===== config.mk =====
export PLATFORM = sky130hd
export DESIGN_NAME = text_console_cell_writer
export DESIGN_NICKNAME = d
export VERILOG_FILES = /design/src/hw/rtl/tccw_pkg.sv /design/src/hw/rtl/tccw_front.sv /design/src/hw/rtl/tccw_back.sv /design/src/hw/rtl/text_console_cell_writer.sv
export SDC_FILE = /design/constraint.sdc
export NUM_CORES = 1
export LEC_CHECK = 0
export ABC_AREA = 1
export BUFFER_PORTS_ARGS = -buffer_cell sky130_fd_sc_hd__buf_4
export CELL_PAD_IN_SITES_DETAIL_PLACEMENT = 0
export CELL_PAD_IN_SITES_GLOBAL_PLACEMENT = 1
export CORE_MARGIN = 8
export CORE_UTILIZATION = 50
export CTS_CLUSTER_DIAMETER = 30
export DETAILED_ROUTE_END_ITERATION = 12
export PLACE_DENSITY = 0.76
export SLEW_MARGIN = 20
export SYNTH_ARGS = -nofsm -noshare
export SYNTH_HDL_FRONTEND = slang
export SYNTH_HIERARCHICAL = 1
export SYNTH_SLANG_ARGS = --single-unit

===== constraint.sdc =====
create_clock -name clk -period 3.06 [get_ports clk]
set_clock_uncertainty 0.1 [all_clocks]
set_input_delay 0.612 -clock clk [delete_from_list [all_inputs] [get_ports clk]]
set_output_delay 0.612 -clock clk [all_outputs]
set_load 0.01 [all_outputs]

===== src/hw/rtl/tccw_pkg.sv =====
// Shared types and codes for the text console cell writer.
// No dependencies.
package tccw_pkg;

  localparam logic [7:0] CH_NEWLINE = 8'd10;
  localparam logic [7:0] CH_TAB     = 8'd9;
  localparam logic [7:0] CH_RETURN  = 8'd13;
  localparam logic [7:0] CH_BLANK   = 8'd0;

  // command codes from the front to the back
  localparam logic [2:0] OP_PRINT   = 3'd0;
  localparam logic [2:0] OP_NEWLINE = 3'd1;
  localparam logic [2:0] OP_TAB     = 3'd2;
  localparam logic [2:0] OP_RETURN  = 3'd3;
  localparam logic [2:0] OP_CLEAR   = 3'd4;

  localparam int Q_DEPTH = 2;

  typedef struct packed {
    logic [2:0] op;
    logic [7:0] ch;
  } cmd_t;

endpackage


===== src/hw/rtl/tccw_front.sv =====
// Front end: accepts requests, decodes them into commands, holds a 2-entry queue.
// Depends on tccw_pkg.
module tccw_front (
  input  logic           clk,
  input  logic           rst_n,
  input  logic           en,
  input  logic           in_tvalid,
  output logic           in_tready,
  input  logic [7:0]     in_char,
  input  logic           in_kind,
  output logic           cmd_valid,
  input  logic           cmd_ready,
  output tccw_pkg::cmd_t cmd
);

  localparam int PW = $clog2(tccw_pkg::Q_DEPTH);

  tccw_pkg::cmd_t q_r [tccw_pkg::Q_DEPTH];
  logic [PW-1:0]  wp_r, wp_nxt;
  logic [PW-1:0]  rp_r, rp_nxt;
  logic [PW:0]    cnt_r, cnt_nxt;
  tccw_pkg::cmd_t dec;
  logic           push, pop;

  always_comb begin
    dec.ch = in_char;
    if (in_kind) begin
      dec.op = tccw_pkg::OP_CLEAR;
    end else begin
      unique case (in_char)
        tccw_pkg::CH_NEWLINE: dec.op = tccw_pkg::OP_NEWLINE;
        tccw_pkg::CH_TAB:     dec.op = tccw_pkg::OP_TAB;
        tccw_pkg::CH_RETURN:  dec.op = tccw_pkg::OP_RETURN;
        default:              dec.op = tccw_pkg::OP_PRINT;
      endcase
    end
  end

  assign in_tready = en && (cnt_r != (PW+1)'(tccw_pkg::Q_DEPTH));
  assign push      = in_tvalid && in_tready;
  assign cmd_valid = (cnt_r != '0);
  assign pop       = cmd_valid && cmd_ready;
  assign cmd       = q_r[rp_r];

  always_comb begin
    wp_nxt  = push ? wp_r + 1'b1 : wp_r;
    rp_nxt  = pop ? rp_r + 1'b1 : rp_r;
    cnt_nxt = cnt_r + (PW+1)'(push) - (PW+1)'(pop);
  end

  always_ff @(posedge clk) begin
    if (!rst_n) begin
      wp_r  <= '0;
      rp_r  <= '0;
      cnt_r <= '0;
    end else begin
      wp_r  <= wp_nxt;
      rp_r  <= rp_nxt;
      cnt_r <= cnt_nxt;
    end
  end

  always_ff @(posedge clk) begin
    if (push) begin
      q_r[wp_r] <= dec;
    end
  end

endmodule


===== src/hw/rtl/tccw_back.sv =====
// Back end: cursor tracking, cell store, write sequencer and output register.
// Depends on tccw_pkg.
module tccw_back #(
  parameter int COLUMNS  = 8,
  parameter int CELLS    = 32,
  parameter int TAB_STOP = 4
) (
  input  logic                      clk,
  input  logic                      rst_n,
  output logic                      init_done,
  input  logic                      cmd_valid,
  output logic                      cmd_ready,
  input  tccw_pkg::cmd_t            cmd,
  output logic                      out_valid,
  input  logic                      out_ready,
  output logic [$clog2(CELLS)-1:0]  out_index,
  output logic [7:0]                out_char,
  output logic                      out_last
);

  localparam int IW = $clog2(CELLS);
  localparam int CW = $clog2(CELLS + TAB_STOP + COLUMNS) + 1;
  localparam int NW = $clog2(COLUMNS);
  localparam int TW = (TAB_STOP > 1) ? $clog2(TAB_STOP) : 1;

  localparam logic [CW-1:0] CELLS_C   = CW'(CELLS);
  localparam logic [CW-1:0] COLS_C    = CW'(COLUMNS);
  localparam logic [CW-1:0] SAT_C     = CW'(CELLS + COLUMNS);
  localparam logic [CW-1:0] HOME_C    = CW'(CELLS - COLUMNS);
  localparam logic [IW-1:0] IDX_LAST  = IW'(CELLS - 1);
  localparam logic [NW-1:0] COL_LAST  = NW'(COLUMNS - 1);
  localparam logic [TW-1:0] TAB_LAST  = TW'(TAB_STOP - 1);
  localparam logic [TW-1:0] TSTEP     = TW'(COLUMNS % TAB_STOP);
  localparam logic [TW-1:0] TSAT      = TW'((CELLS - COLUMNS) % TAB_STOP);
  localparam logic [TW:0]   TSTOP_W   = (TW+1)'(TAB_STOP);
  localparam logic [TW:0]   TBACK_W   = (TW+1)'(TAB_STOP - COLUMNS % TAB_STOP);

  localparam logic [2:0] ST_INIT   = 3'd0;
  localparam logic [2:0] ST_IDLE   = 3'd1;
  localparam logic [2:0] ST_BLANK  = 3'd2;
  localparam logic [2:0] ST_CLEAR  = 3'd3;
  localparam logic [2:0] ST_SCR_RD = 3'd4;
  localparam logic [2:0] ST_SCR_WR = 3'd5;

  logic [2:0]    state_r, state_nxt;
  logic [CW-1:0] cur_r, cur_nxt;
  logic [NW-1:0] col_r, col_nxt;
  logic [TW-1:0] tcol_r, tcol_nxt;
  logic [TW-1:0] lt_r, lt_nxt;     // line start modulo tab stop
  logic [IW-1:0] idx_r, idx_nxt;
  logic          tab_r, tab_nxt;

  logic          ovalid_r;
  logic [IW-1:0] oindex_r;
  logic [7:0]    ochar_r;
  logic          olast_r;

  logic [7:0]    mem [CELLS];
  logic [7:0]    rdata_r;

  logic          slot_free;
  logic          emit;
  logic [IW-1:0] e_idx;
  logic [7:0]    e_char;
  logic          e_last;
  logic          we;
  logic [IW-1:0] waddr;
  logic [7:0]    wdata;
  logic          re;
  logic [IW-1:0] raddr;

  // single cell step of the cursor
  logic          col_wrap, tcol_wrap, cur_end, in_range, done;
  logic [NW-1:0] col_inc;
  logic [TW-1:0] tcol_inc, lt_inc, tcol_dec, lt_dec;
  logic [TW:0]   lt_sum;
  logic [CW-1:0] cur_inc, src_addr, nxt_src;
  logic          src_ok, nxt_ok;
  logic [7:0]    scr_val;

  always_comb begin
    col_wrap  = (col_r == COL_LAST);
    col_inc   = col_wrap ? '0 : col_r + 1'b1;
    tcol_wrap = (tcol_r == TAB_LAST);
    tcol_inc  = tcol_wrap ? '0 : tcol_r + 1'b1;
    lt_sum    = (TW+1)'(lt_r) + (TW+1)'(TSTEP);
    lt_inc    = col_wrap ? ((lt_sum >= TSTOP_W) ? TW'(lt_sum - TSTOP_W) : TW'(lt_sum)) : lt_r;
    tcol_dec  = (tcol_r >= TSTEP) ? tcol_r - TSTEP : TW'((TW+1)'(tcol_r) + TBACK_W);
    lt_dec    = (lt_r >= TSTEP) ? lt_r - TSTEP : TW'((TW+1)'(lt_r) + TBACK_W);
    cur_inc   = cur_r + 1'b1;
    cur_end   = (cur_inc >= CELLS_C);
    in_range  = (cur_r < CELLS_C);
    done      = tab_r ? tcol_wrap : col_wrap;
    src_addr  = CW'(idx_r) + COLS_C;
    nxt_src   = src_addr + 1'b1;
    src_ok    = (src_addr < CELLS_C);
    nxt_ok    = (nxt_src < CELLS_C);
    scr_val   = src_ok ? rdata_r : tccw_pkg::CH_BLANK;
  end

  assign slot_free = !ovalid_r || out_ready;

  always_comb begin
    state_nxt = state_r;
    cur_nxt   = cur_r;
    col_nxt   = col_r;
    tcol_nxt  = tcol_r;
    lt_nxt    = lt_r;
    idx_nxt   = idx_r;
    tab_nxt   = tab_r;
    cmd_ready = 1'b0;
    emit      = 1'b0;
    e_idx     = cur_r[IW-1:0];
    e_char    = tccw_pkg::CH_BLANK;
    e_last    = 1'b0;
    we        = 1'b0;
    waddr     = cur_r[IW-1:0];
    wdata     = tccw_pkg::CH_BLANK;
    re        = 1'b0;
    raddr     = src_addr[IW-1:0];

    unique case (state_r)
      ST_INIT: begin
        we      = 1'b1;
        waddr   = idx_r;
        idx_nxt = idx_r + 1'b1;
        if (idx_r == IDX_LAST) begin
          state_nxt = ST_IDLE;
        end
      end

      ST_IDLE: begin
        if (cmd_valid) begin
          unique case (cmd.op) inside
            tccw_pkg::OP_CLEAR: begin
              cmd_ready = 1'b1;
              cur_nxt   = '0;
              col_nxt   = '0;
              tcol_nxt  = '0;
              lt_nxt    = '0;
              idx_nxt   = '0;
              state_nxt = ST_CLEAR;
            end
            tccw_pkg::OP_RETURN: begin
              cmd_ready = 1'b1;
              cur_nxt   = cur_r - CW'(col_r);
              col_nxt   = '0;
              tcol_nxt  = lt_r;
            end
            tccw_pkg::OP_NEWLINE, tccw_pkg::OP_TAB: begin
              cmd_ready = 1'b1;
              tab_nxt   = (cmd.op == tccw_pkg::OP_TAB);
              state_nxt = ST_BLANK;
            end
            default: begin
              if (slot_free) begin
                cmd_ready = 1'b1;
                emit      = 1'b1;
                e_char    = cmd.ch;
                e_last    = !cur_end;
                we        = 1'b1;
                wdata     = cmd.ch;
                cur_nxt   = cur_inc;
                col_nxt   = col_inc;
                tcol_nxt  = tcol_inc;
                lt_nxt    = lt_inc;
                if (cur_end) begin
                  state_nxt = ST_SCR_RD;
                end
              end
            end
          endcase
        end
      end

      ST_BLANK: begin
        // cells past the end are stepped over without a write
        if (!in_range || slot_free) begin
          emit     = in_range;
          we       = in_range;
          e_last   = done && !cur_end;
          cur_nxt  = cur_inc;
          col_nxt  = col_inc;
          tcol_nxt = tcol_inc;
          lt_nxt   = lt_inc;
          if (done) begin
            state_nxt = cur_end ? ST_SCR_RD : ST_IDLE;
          end
        end
      end

      ST_CLEAR: begin
        if (slot_free) begin
          emit    = 1'b1;
          e_idx   = idx_r;
          e_last  = (idx_r == IDX_LAST);
          we      = 1'b1;
          waddr   = idx_r;
          idx_nxt = idx_r + 1'b1;
          if (idx_r == IDX_LAST) begin
            state_nxt = ST_IDLE;
          end
        end
      end

      ST_SCR_RD: begin
        if (cur_r >= SAT_C) begin
          cur_nxt  = HOME_C;
          col_nxt  = '0;
          tcol_nxt = TSAT;
          lt_nxt   = TSAT;
        end else begin
          cur_nxt  = cur_r - COLS_C;
          tcol_nxt = tcol_dec;
          lt_nxt   = lt_dec;
        end
        idx_nxt   = '0;
        re        = 1'b1;
        raddr     = COLS_C[IW-1:0];
        state_nxt = ST_SCR_WR;
      end

      ST_SCR_WR: begin
        // read of the source cell runs one step ahead of the write
        if (slot_free) begin
          emit    = 1'b1;
          e_idx   = idx_r;
          e_char  = scr_val;
          e_last  = (idx_r == IDX_LAST);
          we      = 1'b1;
          waddr   = idx_r;
          wdata   = scr_val;
          re      = nxt_ok;
          raddr   = nxt_src[IW-1:0];
          idx_nxt = idx_r + 1'b1;
          if (idx_r == IDX_LAST) begin
            state_nxt = ST_IDLE;
          end
        end
      end

      default: begin
        state_nxt = ST_IDLE;
      end
    endcase
  end

  always_ff @(posedge clk) begin
    if (!rst_n) begin
      state_r  <= ST_INIT;
      cur_r    <= '0;
      col_r    <= '0;
      tcol_r   <= '0;
      lt_r     <= '0;
      idx_r    <= '0;
      tab_r    <= 1'b0;
      ovalid_r <= 1'b0;
    end else begin
      state_r  <= state_nxt;
      cur_r    <= cur_nxt;
      col_r    <= col_nxt;
      tcol_r   <= tcol_nxt;
      lt_r     <= lt_nxt;
      idx_r    <= idx_nxt;
      tab_r    <= tab_nxt;
      if (emit) begin
        ovalid_r <= 1'b1;
      end else if (out_ready) begin
        ovalid_r <= 1'b0;
      end
    end
  end

  always_ff @(posedge clk) begin
    if (emit) begin
      oindex_r <= e_idx;
      ochar_r  <= e_char;
      olast_r  <= e_last;
    end
  end

  always_ff @(posedge clk) begin
    if (we) begin
      mem[waddr] <= wdata;
    end
    if (re) begin
      rdata_r <= mem[raddr];
    end
  end

  assign init_done = (state_r != ST_INIT);
  assign out_valid = ovalid_r;
  assign out_index = oindex_r;
  assign out_char  = ochar_r;
  assign out_last  = olast_r;

endmodule


===== src/hw/rtl/text_console_cell_writer.sv =====
// Text console cell writer. Each request is a character (in_tuser = 0) or a clear
// (in_tuser = 1) and produces the cell writes that keep a display in step with the
// internal store of CELLS cells, read as lines of COLUMNS cells. A printable byte
// makes one write; newline and tab make one write per blanked cell (up to COLUMNS
// or TAB_STOP); carriage return makes no write; clear writes all CELLS cells. A
// scroll rewrites all CELLS cells. Each command is registered in the queue between
// the front and back ends before the back end starts on it. The cell store has a
// single write port and takes one cell per cycle while the output is not stalled.
// After reset the store is cleared, during which in_tready stays low. COLUMNS must
// be below CELLS.
// Depends on tccw_pkg, tccw_front and tccw_back.
module text_console_cell_writer #(
  parameter int COLUMNS  = 8,
  parameter int CELLS    = 32,
  parameter int TAB_STOP = 4
) (
  input  logic clk,
  input  logic rst_n,
  input  logic in_tvalid,
  output logic in_tready,
  input  logic [7:0] in_tdata,   // char_code
  input  logic in_tuser,         // kind
  output logic out_tvalid,
  input  logic out_tready,
  // cell_index, cell_char, zero fill
  output logic [(($clog2(CELLS) + 8 + 7) / 8) * 8 - 1:0] out_tdata,
  output logic out_tlast
);

  localparam int IW          = $clog2(CELLS);
  localparam int OUT_TDATA_W = ((IW + 8 + 7) / 8) * 8;

  logic           init_done;
  logic           cmd_valid;
  logic           cmd_ready;
  tccw_pkg::cmd_t cmd;
  logic [IW-1:0]  out_index;
  logic [7:0]     out_char;

  tccw_front u_front (
    .clk       (clk),
    .rst_n     (rst_n),
    .en        (init_done),
    .in_tvalid (in_tvalid),
    .in_tready (in_tready),
    .in_char   (in_tdata),
    .in_kind   (in_tuser),
    .cmd_valid (cmd_valid),
    .cmd_ready (cmd_ready),
    .cmd       (cmd)
  );

  tccw_back #(
    .COLUMNS  (COLUMNS),
    .CELLS    (CELLS),
    .TAB_STOP (TAB_STOP)
  ) u_back (
    .clk       (clk),
    .rst_n     (rst_n),
    .init_done (init_done),
    .cmd_valid (cmd_valid),
    .cmd_ready (cmd_ready),
    .cmd       (cmd),
    .out_valid (out_tvalid),
    .out_ready (out_tready),
    .out_index (out_index),
    .out_char  (out_char),
    .out_last  (out_tlast)
  );

  assign out_tdata = OUT_TDATA_W'({out_char, out_index});

endmodule


Word-level counts from Yosys, hierarchy flattened
Memory sizes are Yosys's and may differ from the RTL's. A register that Yosys moved wholly into a read port is not among the register bits.
Index checks and enable logic that the tools add are counted.
{"block": "totals", "reg_bits": 42, "ramBits": 278, "in_bits": 13, "out_inout_bits": 19, "wordCells": 181, "memories": 2}
{"name": "u_back.mem", "words": 32, "word_bits": 8, "rd": 1, "rd_ports_with_merged_regs": 1, "write_ports": 1, "line_no": "tccw_back.sv:58", "source": "logic [7:0] mem [CELLS];"}
{"name": "u_front.q_r", "words": 2, "word_bits": 11, "rd": 1, "rd_ports_with_merged_regs": 1, "write_ports": 1, "line_no": "tccw_front.sv:18", "source": "tccw_pkg::cmd_t q_r [tccw_pkg::Q_DEPTH];"}
{"block": "op_classes", "addsub": 15, "magnitude_cmp": 8, "eq_ne": 32, "muxes": 83, "n_reduce_logical": 27}
{"operator": "two-way mux 3 bit", "n": 14}
{"operator": "case mux 7 bit (3 select lines)", "n": 2}
{"operator": "two-way mux 8 bit", "n": 5}
{"operator": "two-way mux 5 bit", "n": 6}
{"operator": "two-way mux 7 bit", "n": 4}
{"operator": "two-way mux 2 bit", "n": 13}
{"operator": "== test 8 x 4 -> 1 bit, second input constant", "n": 3}
{"operator": "case mux 2 bit (3 select lines)", "n": 4}
{"operator": "two-way mux 1 bit", "n": 22}
{"operator": "< comparator 7 x 6 -> 1 bit, second input constant", "n": 3}
{"operator": "case mux 5 bit (2 select lines)", "n": 2}
{"operator": "case mux 5 bit (4 select lines)", "n": 1}
{"operator": "case mux 3 bit (3 select lines)", "n": 2}
{"operator": "AND reduction 6 bit", "n": 3}
{"operator": "case mux 8 bit (2 select lines)", "n": 1}
{"operator": "case mux 3 bit (5 select lines)", "n": 1}
{"operator": "adder 7 x 1 -> 7 bit, second input constant", "n": 2}
{"operator": ">= comparator 7 x 6 -> 1 bit, second input constant", "n": 2}
{"operator": "== test 3 x 2 -> 1 bit, second input constant", "n": 4}
{"operator": "== test 3 bit, second input constant", "n": 4}
{"operator": "inequality test 4 x 1 -> 1 bit, second input constant", "n": 3}
{"operator": "inequality test 2 x 1 -> 1 bit, second input constant", "n": 5}
{"operator": "inequality test 2 bit, second input constant", "n": 5}
{"operator": "AND reduction 7 bit", "n": 1}
{"operator": "36 further kinds", "n": 53}

Longest topological paths before layout
Gate-level depths: netlist of the first run.
{"block": "logic_depth", "ltp_word": 9, "depth_mapped": 17, "ltp_nobuf": 16}

Cells and area by module
Netlist of the first run, hierarchy kept.
{"module": "tccw_back", "instances": 1, "cells_per_inst": 1525, "area_each_um2": 14565.2, "seq_area_each_um2": 8788.4}
{"module": "tccw_front", "instances": 1, "cells_per_inst": 82, "area_each_um2": 1142.3, "seq_area_each_um2": 760.7}
{"module": "text_console_cell_writer", "instances": 1, "cells_per_inst": 4, "area_each_um2": 26.3, "seq_area_each_um2": 0.0}

Least setup slack after synthesis of the first run
OpenSTA, ideal clock, no wires.
{"block": "synth_timing", "kind": "reg-to-reg", "startpoint": "reg with a tool-made name", "endpoint": "mem u_back.mem[0][0] (enable)", "setup_ps": 370, "t_arrival_ps": 2132, "t_required_ps": 2590, "path_slack_ps": 458, "stages_incl_launch_ff": 12, "path_buffers": 1, "synth_period_minus_slack_ps": 2602, "cell_sequence": "dfxtp_1 -> buf_6 -> mux2_4 -> nand2_1 -> nor2_1 -> inv_1 -> nand2_1 -> nor2_1 -> nand3_1 -> nand3_1 -> nand3_2 -> nor2_1"}
{"item": "to (decl)", "line_no": "tccw_back.sv:58"}

==> results.toml, run 1 <==
[timing]
clock.fmax_mhz = 349.1
finalSetupViolCount = 0
finalCritPeriodShare_pct = 93.61
tightest_slew_ns = 0.6677
period_needed_ns = 2.865
rsz0062_at_grt = "no"
relSlewSlack_pct = 55.49
finalHoldViolCount = 0
slew_violations = 0

[floorplanning]
placementRows = 65
io-pin-count = 32
die_area_um2 = 37400
core_area_um2 = 31310
initial_core_util_pct = 50.25
die_h_um = 193.4
dieWidth_um = 193.4

[clocking]
cts_buffers = 61
holdBufCountCts = 0
clk_latency_ns = 0.59
postCtsSetupBuffers = 0
cts_tree = "yes"
path_clk_slew_ns = 0.05
clock_path_buffers = 3
cts_root_buf = "clkbuf_16"
clock_sinks = 327
htree_levels = 2

[hold_path]
min_path_type = "input pin to register"

[placed_design]
routabilityCongestion = 0.8778
placed_cell_area_um2 = 16810
numPortBuffers = 28
hpwl_um = 25690

[synth]
synth_cell_types = 43
synthesis.area_um2 = 15730
ys_async_sr_fraction_pct = 0
synth_top_area_share_pct = 57.26
ys_warn_count = 6
synth_flop_cell = "edfxtp_1"
synth_most_common_cell = "inv_1"
yosys-top-cells-area = "edfxtp_1 57%, nand3_1 8.0%, inv_1 7.5%"
synth_edf_count = 300
yosysTopAreaCell = "edfxtp_1"
syn_area_per_cell_um2 = 9.767
synth_seq_cells = 327
syn_inst = 1611
yosys-top-cells-count = "316 x inv_1, 300 x edfxtp_1, 255 x nand2_1"
ys_seq_area_share_pct = 60.69

[power_and_ir_drop]
total_power_mw = 18.74
max-vdd-ir-drop_uv = 565.6
leakage_nw = 8.191
p_per_area_nw_per_um2 = 988.0

[grt]
grt_pass1_wl_um = 64450
grt_max_degree = 131
antenna_found_initial = 0
grt-ovfl-total = 0
grt_pass1_vias = 11183
track_usage_pct = 21.64

[finish]
nets = 1733
drive_above_1_share_pct = 14.94
num_antenna_cells = 0
utilization_pct = 60.58
fillerInstances = 2603
final_area_um2 = 18970
syn2layout_area_growth_pct = 20.56

[drt]
postRouteAntennaNets = 0
viasPerCell = 5.418
drc = 0
drt_iter0_drc = 959
vias = 11681
dr.pass1.iters = 6
wirelength_um = 41040
wl_per_cell_um = 19.04

[critical_path]
crit_chain = "mux2_4 -> nand2_1 -> nor2_1 -> inv_1 -> nand2_1 -> nor2_1 -> nand3_1 -> nand3_1 -> nand3_2 -> buf_4 -> nor2_2"
path_class = "register to register"
slowest_stage = "dfxtp_1"
cp-end-kind = "register"
slowest_delay_ns = 0.44
required_ns = 3.18
cp_top_family = "simple AND/OR/NAND/NOR gates"
cp_max_fo = 8
crit_path_start_kind = "register"
critPathBufInv = 2
arrival_ns = 2.98

[run_status]
status = "finished, final reports clean"

[flow_run]
drv_cap = 0
==> metal layers <==
layer	global-route usage, %	share of wire, %	vias up
met5	0	0	-
met4	6.813	2.5	0
met3	4.200	6.7	62
met2	34.05	46	384
met1	29.96	45	5573
li1	-	-	5662
==> placed cells by master (no fill, tap or decap), types with 3 or more instances in the layout <==
cell,synthesis,final
inv_6,0,4
clkbuf_1,37,7
nand2_1,255,254
clkinv_2,0,14
clkinv_1,2,7
a22oi_1,5,5
a21oi_1,17,17
o211ai_1,8,8
xor2_1,8,8
o21ai_0,26,26
nor2_1,91,81
clkinvlp_4,0,6
nand3_2,5,6
buf_4,10,103
o22ai_1,4,4
bufinv_16,0,10
clkbuf_16,0,62
o21ai_1,7,7
conb_1,1,3
nand2_4,2,4
inv_2,8,8
dfxtp_1,27,27
nand3_1,250,247
edfxtp_1,300,300
nor2_2,1,11
clkinv_4,0,5
nor3_1,5,5
buf_12,0,8
ha_1,17,17
inv_1,316,316
nand4_1,131,131
a32o_1,8,8
mux2_4,10,10
==> final cells by class <==
class / instances / area (um2) / share of cell area [%]
clock buffers: 70 / 1592 / 8.390
flip-flops and latches: 327 / 9549 / 50.34
multi-input cells: 875 / 4626 / 24.39
clock inverters: 45 / 543.0 / 2.863
repair buffers: 111 / 933.4 / 4.921
well taps: 402 / 503.0 / 2.652
inverters: 326 / 1224 / 6.451
==> cells by family (layout without fill, tap and decap cells) <==
group           after synthesis  in the layout  synth area share (%)
xor+xnor                      9              9                0.5010
simple gates                749            749                 22.54
flops                       327            327                 60.69
fa+ha+maj                    18             18                 1.479
mux                          11             11                 1.026
compound gates               85             85                 3.356
buf+inv                     411            552                 10.39
other cells                   1              3               0.02383
==> power breakdown <==
group,switching [mW],leakage [nW],internal (mW),total (mW)
registers,0.257,3.04,5.62,5.87
logic,4.13,4.12,1.94,6.07
clock network,2.23,1.03,4.57,6.80
==> path summary, 6_finish.rpt <==
check	depth (start not counted)	startpoint	endpoint	slack, ns
hold / removal	1	in_tdata[7]	u_front/q_r[1][7]	0.14
setup reg to reg	11	register	u_back/mem[21][2]	0.20
setup / recovery	11	register	u_back/mem[21][2]	0.20
hold reg to reg	2	u_back/tcol_r[1]	u_back/tcol_r[1]	0.37
==> state kept, by name, indices dropped and copies added (netlist names), named ones only <==
register and count:
u_back/tab_r 1, u_back/cur_r 7, u_back/tcol_r 2, u_front/q_r 22
u_front/rp_r 1, u_back/state_r 3, u_back/rdata_r 8, u_back/out_last 1
u_front/cnt_r 2, u_back/out_valid 1, u_back/out_char 8, u_back/col_r 3
u_back/out_index 5, u_back/mem 256, u_front/wp_r 1, u_back/idx_r 5
==> what timing repair did <==
item / in CTS / in global routing
pin swaps: 0 / 0
setup endpoints to repair: 8 / 72
resized for setup: 1 / 9
==> through the flow <==
| step | hold WS (ns) | setup slack (ns) | TNS (ns) | instances |
|---|---|---|---|---|
| 2_1_floorplan | 0.3491 | 0.4580 | 0 | 1613 |
| 3_3_place_gp | 0.3588 | 0.09190 | 0 | 2041 |
| 3_5_place_dp | 0.3656 | -0.02939 | -0.2331 | 2041 |
| 4_1_cts | 0.1196 | 0.05328 | 0 | 2156 |
| 5_1_grt | 0.1178 | 0.01051 | 0 | 2156 |
| 6_report | 0.1429 | 0.1954 | 0 | 2156 |
Power figures use the tool's default switching activity.
==> run 2, diff against run 1 <==
--- a/config.mk
+++ b/config.mk
@@ -7,13 +7,15 @@
 export LEC_CHECK = 0
 export ABC_AREA = 1
 export BUFFER_PORTS_ARGS = -buffer_cell sky130_fd_sc_hd__buf_4
+export CAP_MARGIN = 5
 export CELL_PAD_IN_SITES_DETAIL_PLACEMENT = 0
 export CELL_PAD_IN_SITES_GLOBAL_PLACEMENT = 1
 export CORE_MARGIN = 8
-export CORE_UTILIZATION = 50
+export CORE_UTILIZATION = 52
+export CTS_BUF_LIST = sky130_fd_sc_hd__clkbuf_4 sky130_fd_sc_hd__clkbuf_8
 export CTS_CLUSTER_DIAMETER = 30
 export DETAILED_ROUTE_END_ITERATION = 12
-export PLACE_DENSITY = 0.76
+export PLACE_DENSITY = 0.79
 export SLEW_MARGIN = 20
 export SYNTH_ARGS = -nofsm -noshare
 export SYNTH_HDL_FRONTEND = slang
==> results.toml, run 2 (synthesized netlist as in run 1, its figures left out) <==
[run_status]
status = "finished, final reports clean"

[finish]
nets = 1746
regMostFlops = "u_back/mem"
drive_above_1_share_pct = 15.28
syn2layout_area_growth_pct = 16.90
fillerInstances = 2485
num_antenna_cells = 0
final_common_cell = "inv_1"
largestRegisters = "u_back/mem: 256 flops, u_front/q_r: 22 flops"
largest_reg_flops = 256
final_cell_mix = "316 x inv_1, 300 x edfxtp_1, 254 x nand2_1"

[grt]
grt_util_met2_pct = 36.63
antenna_found_initial = 0
grt-ovfl-total = 0
grt_pass1_vias = 11622
grt_max_degree = 94
grt_pass1_wl_um = 64830
top_usage_layer = "met2"
grt.met3_usage_pct = 4.705
met1_usage_pct = 31.39
track_usage_pct = 23.08

[critical_path]
path_class = "register to register"
cp_max_fo = 8
crit_path_start_kind = "register"
cp-end-kind = "register"
arrival_ns = 3.04
required_ns = 3.18

[power_and_ir_drop]
p_per_area_nw_per_um2 = 926.6
max-vdd-ir-drop_uv = 453.5
leakage_nw = 7.980

[placed_design]
routabilityCongestion = 0.8677
preCtsSetupSlack_ns = 0.1328
hpwl_um = 25950
numPortBuffers = 28

[drt]
postRouteAntennaNets = 0
drt_iter0_drc = 1036
drc = 0
wl_per_cell_um = 19.31
vias = 11879
dr.pass1.iters = 5
wirelength_um = 41760
viasPerCell = 5.492

[timing]
slew_violations = 0
finalHoldViolCount = 0
finalCritPeriodShare_pct = 95.32
finalSetupViolCount = 0
rsz0062_at_grt = "no"
clock.fmax_mhz = 342.8
relSlewSlack_pct = 42.46
fin_tns_setup_ns = 0
tightest_slew_ns = 0.8599
fin_ws_ns = 0.1431
period_needed_ns = 2.917

[clocking]
postCtsSetupBuffers = 0
clock_sinks = 327
clock_path_buffers = 3
cts.repair.resized = 0
cts_buffers = 72
holdBufCountCts = 0
path_clk_slew_ns = 0.06
cts_tree = "yes"
htree_levels = 3
cts_root_buf = "clkbuf_8"
clk_latency_ns = 0.59

[floorplanning]
io-pin-count = 32
initial_core_util_pct = 52.95
die_area_um2 = 36080
placementRows = 63
dieWidth_um = 189.9
core_area_um2 = 29720
die_h_um = 189.9

[hold_path]
min_path_type = "input pin to register"

[flow_run]
drv_cap = 0
## run 2: changes by cell type in the layout (fill, tap and decap cells not counted), moves of 7 or more
cell,delta
clkbuf_1,-7
nor2_2,-10
clkbuf_16,-62
clkinv_1,+7
clkbuf_8,+75
nor2_1,+10
clkbuf_4,+12
## run 2: through the flow
stage          cells  util [%]  power [mW]  instance area [um2]  hold WS [ns]
4_1_cts         2163     61.89       17.09                18390        0.1073
3_3_place_gp    2031     56.69       11.98                16850        0.3572
3_5_place_dp    2031     56.69       12.02                16850        0.3666
2_1_floorplan   1613         -       9.839                15740        0.3491
6_report        2163     61.89       17.04                18390        0.1452
5_1_grt         2163     61.89       17.96                18390        0.1145
## run 2: final cells by class
class / instances / area (um2) / area share [%]
timing repair buffer: 113 / 985.9 / 5.361
inverter: 326 / 1224 / 6.653
multi-input combinational: 875 / 4601 / 25.01
sequential: 327 / 9549 / 51.92
clock buffer: 88 / 1136 / 6.177
clock inverter: 44 / 409.1 / 2.224
tap: 390 / 488.0 / 2.653
## run 2: report_power, final
group | internal (mW) | switching, mW | leakage (nW)
logic | 1.97 | 4.21 | 4.15
registers | 5.61 | 0.222 | 3.04
clock network | 3.01 | 2.03 | 0.792
## run 2: path summary, 6_finish.rpt
kind                                        from                end  slack, ns  depth (start not counted)
worst max-delay path                    register  u_back/mem[21][6]       0.14                         10
worst min-delay path                 in_tdata[7]  u_front/q_r[1][7]       0.15                          1
worst max register to register          register  u_back/mem[21][6]       0.14                         10
worst min register to register  u_back/tcol_r[1]   u_back/tcol_r[1]       0.37                          2
## run 2: metal layers
| layer | share of wire [%] | routed length (um) |
|---|---|---|
| met1 | 43 | 17980 |
| met2 | 47 | 19540 |
| met3 | 8.0 | 3344 |
| met4 | 2.1 | 889 |
| met5 | 0 | 0 |
## run 2: critical path, stage by stage (launching register included)
cell	delay (ns)
dfxtp_1	0.44
mux2_4	0.34
nand2_1	0.08
nor2_1	0.06
inv_1	0.07
nand2_1	0.08
nor2_1	0.15
nand3_1	0.13
nand3_1	0.20
nand3_2	0.19
nor2_1	0.72
==> run 3, diff against run 2 <==
--- a/config.mk
+++ b/config.mk
@@ -5,17 +5,16 @@
 export SDC_FILE = /design/constraint.sdc
 export NUM_CORES = 1
 export LEC_CHECK = 0
-export ABC_AREA = 1
 export BUFFER_PORTS_ARGS = -buffer_cell sky130_fd_sc_hd__buf_4
 export CAP_MARGIN = 5
 export CELL_PAD_IN_SITES_DETAIL_PLACEMENT = 0
 export CELL_PAD_IN_SITES_GLOBAL_PLACEMENT = 1
 export CORE_MARGIN = 8
-export CORE_UTILIZATION = 52
+export CORE_UTILIZATION = 54
 export CTS_BUF_LIST = sky130_fd_sc_hd__clkbuf_4 sky130_fd_sc_hd__clkbuf_8
 export CTS_CLUSTER_DIAMETER = 30
 export DETAILED_ROUTE_END_ITERATION = 12
-export PLACE_DENSITY = 0.79
+export PLACE_DENSITY = 0.78
 export SLEW_MARGIN = 20
 export SYNTH_ARGS = -nofsm -noshare
 export SYNTH_HDL_FRONTEND = slang
==> results.toml, run 3 <==
[run_status]
status = "finished, final reports clean"

[power_and_ir_drop]
p_per_area_nw_per_um2 = 596.6
max-vdd-ir-drop_uv = 406.1
total_power_mw = 10.67
leakage_nw = 6.620

[timing]
rsz0062_at_grt = "yes"
finalHoldViolCount = 0
finalCritPeriodShare_pct = 97.70
period_needed_ns = 2.990
tightest_slew_ns = 0.9854
relSlewSlack_pct = 34.06
finalSetupViolCount = 0
clock.fmax_mhz = 334.5
fin_tns_setup_ns = 0
slew_violations = 0

[finish]
largestRegisters = "u_back/mem: 256 flops, u_front/q_r: 22 flops"
fin_cells = 1655
drive_above_1_share_pct = 26.94
final_common_cell = "edfxtp_1"
utilization_pct = 67.08
syn2layout_area_growth_pct = 23.29
num_antenna_cells = 0
largest_reg_flops = 256
nets = 1284
regMostFlops = "u_back/mem"
final_cell_mix = "300 x edfxtp_1, 132 x buf_4, 95 x nand2_1"

[synth]
synth_edf_count = 300
ys_async_sr_fraction_pct = 0
ys_seq_area_share_pct = 65.85
yosys-top-cells-area = "edfxtp_1 62%, dfxtp_1 3.7%, a211oi_1 3.2%"
syn_inst = 1094
synth_seq_cells = 327
synth_most_common_cell = "edfxtp_1"
synthesis.area_um2 = 14500
ys_warn_count = 6
yosysTopAreaCell = "edfxtp_1"
synth_flop_cell = "edfxtp_1"
synth_top_area_share_pct = 62.12
yosys-top-cells-count = "300 x edfxtp_1, 96 x nand2_1, 71 x and3_1"
syn_area_per_cell_um2 = 13.26
synth_cell_types = 73

[placed_design]
dp.cells = 1515
routabilityCongestion = 0.9648
numPortBuffers = 28
hpwl_um = 24920

[critical_path]
path_class = "register to register"
cp-end-kind = "register"
cp_max_fo = 9
arrival_ns = 3.28
crit_path_start_kind = "register"
required_ns = 3.35

[floorplanning]
placementRows = 60
die_area_um2 = 32360
dieWidth_um = 179.9
io-pin-count = 32
core_area_um2 = 26650
die_h_um = 179.9
initial_core_util_pct = 54.41

[hold_path]
min_path_type = "input pin to register"

[grt]
antenna_found_initial = 0
grt_pass1_vias = 9816
track_usage_pct = 23.37
grt-ovfl-total = 0
grt_max_degree = 47
grt_pass1_wl_um = 58330

[drt]
postRouteAntennaNets = 0
viasPerCell = 6.048
wirelength_um = 38120
wl_per_cell_um = 23.03
drt_iter0_drc = 984
dr.pass1.iters = 7
vias = 10009
drc = 0

[clocking]
holdBufCountCts = 0
clock_path_buffers = 3
cts_tree = "yes"
clk_latency_ns = 0.58
htree_levels = 3
cts_buffers = 75
path_clk_slew_ns = 0.06
clock_sinks = 327
cts_root_buf = "clkbuf_8"

[flow_run]
drv_cap = 0
-- run 3: changes by cell type in the layout (fill, tap and decap cells not counted), sizes merged, moves of 43 or more --
cell / delta
a211oi: +61
and3: +70
buf: +43
inv: -308
mux2i: +43
nand2: -162
nand3: -233
nand4: -129
-- run 3: final cells by class --
cell class,instances,area (um2)
flip-flops and latches,327,9555
inverters,18,67.56
repair buffers,156,1445
clock buffers,92,1204
well taps,341,426.7
multi-input cells,675,4746
fillers,1959,8772
clock inverters,46,434.2
-- run 3: logic make-up after synthesis --
family | synth area share [%]
other cells | 0.02586
compound gates | 11.43
simple gates | 13.33
flops | 65.85
fa+ha+maj | 1.605
mux | 4.288
xor+xnor | 0.4832
buf+inv | 2.985
-- run 3: path summary, 6_finish.rpt --
path                     start                end  slack (ns)  depth (start not counted)
max          u_back/state_r[1]  u_back/rdata_r[2]        0.07                         10
max reg2reg  u_back/state_r[1]  u_back/rdata_r[2]        0.07                         10
min                in_tdata[3]  u_front/q_r[0][3]        0.14                          1
min reg2reg       u_front/wp_r       u_front/wp_r        0.39                          2
-- run 3: timing repair --
| action | in CTS | in global routing |
|---|---|---|
| resized for setup | 10 | 21 |
| setup endpoints to repair | 34 | 153 |
| setup buffers | 0 | 2 |
| pin swaps | 1 | 5 |
-- run 3: stage by stage --
step / cell area [um2] / setup WS (ns) / hold WS (ns)
2_1_floorplan: 14610 / -0.2243 / 0.3549
3_3_place_gp: 16080 / -0.3991 / 0.3640
3_5_place_dp: 16080 / -0.3659 / 0.3785
4_1_cts: 17770 / 0.003720 / 0.09879
5_1_grt: 17880 / 0.002061 / 0.09950
6_report: 17880 / 0.07048 / 0.1364
-- run 3: power by group --
group,total [mW],switching [mW],internal [mW],leakage (nW)
Combinational,0.555,0.341,0.213,2.66
Clock,5.25,2.03,3.22,0.836
Sequential,4.86,0.0105,4.85,3.12
-- run 3: routing by layer --
layer / track usage [%] / vias up / share of wire (%)
met2: 34.69 / 478 / 44
met5: 0 / - / 0
met3: 6.331 / 65 / 9.1
met4: 7.703 / 0 / 2.2
li1: - / 4575 / -
met1: 32.91 / 4891 / 45
-- run 3: critical path, cell delays in order, from the launching register on --
cell and delay, ns:
dfxtp_1 0.34, buf_4 0.17, nand2b_1 0.15, buf_4 0.19
or4_1 0.51, and3_1 0.28, nor3_2 0.27, buf_4 0.21
nor3b_1 0.32, nor4_1 0.13, o211ai_1 0.14
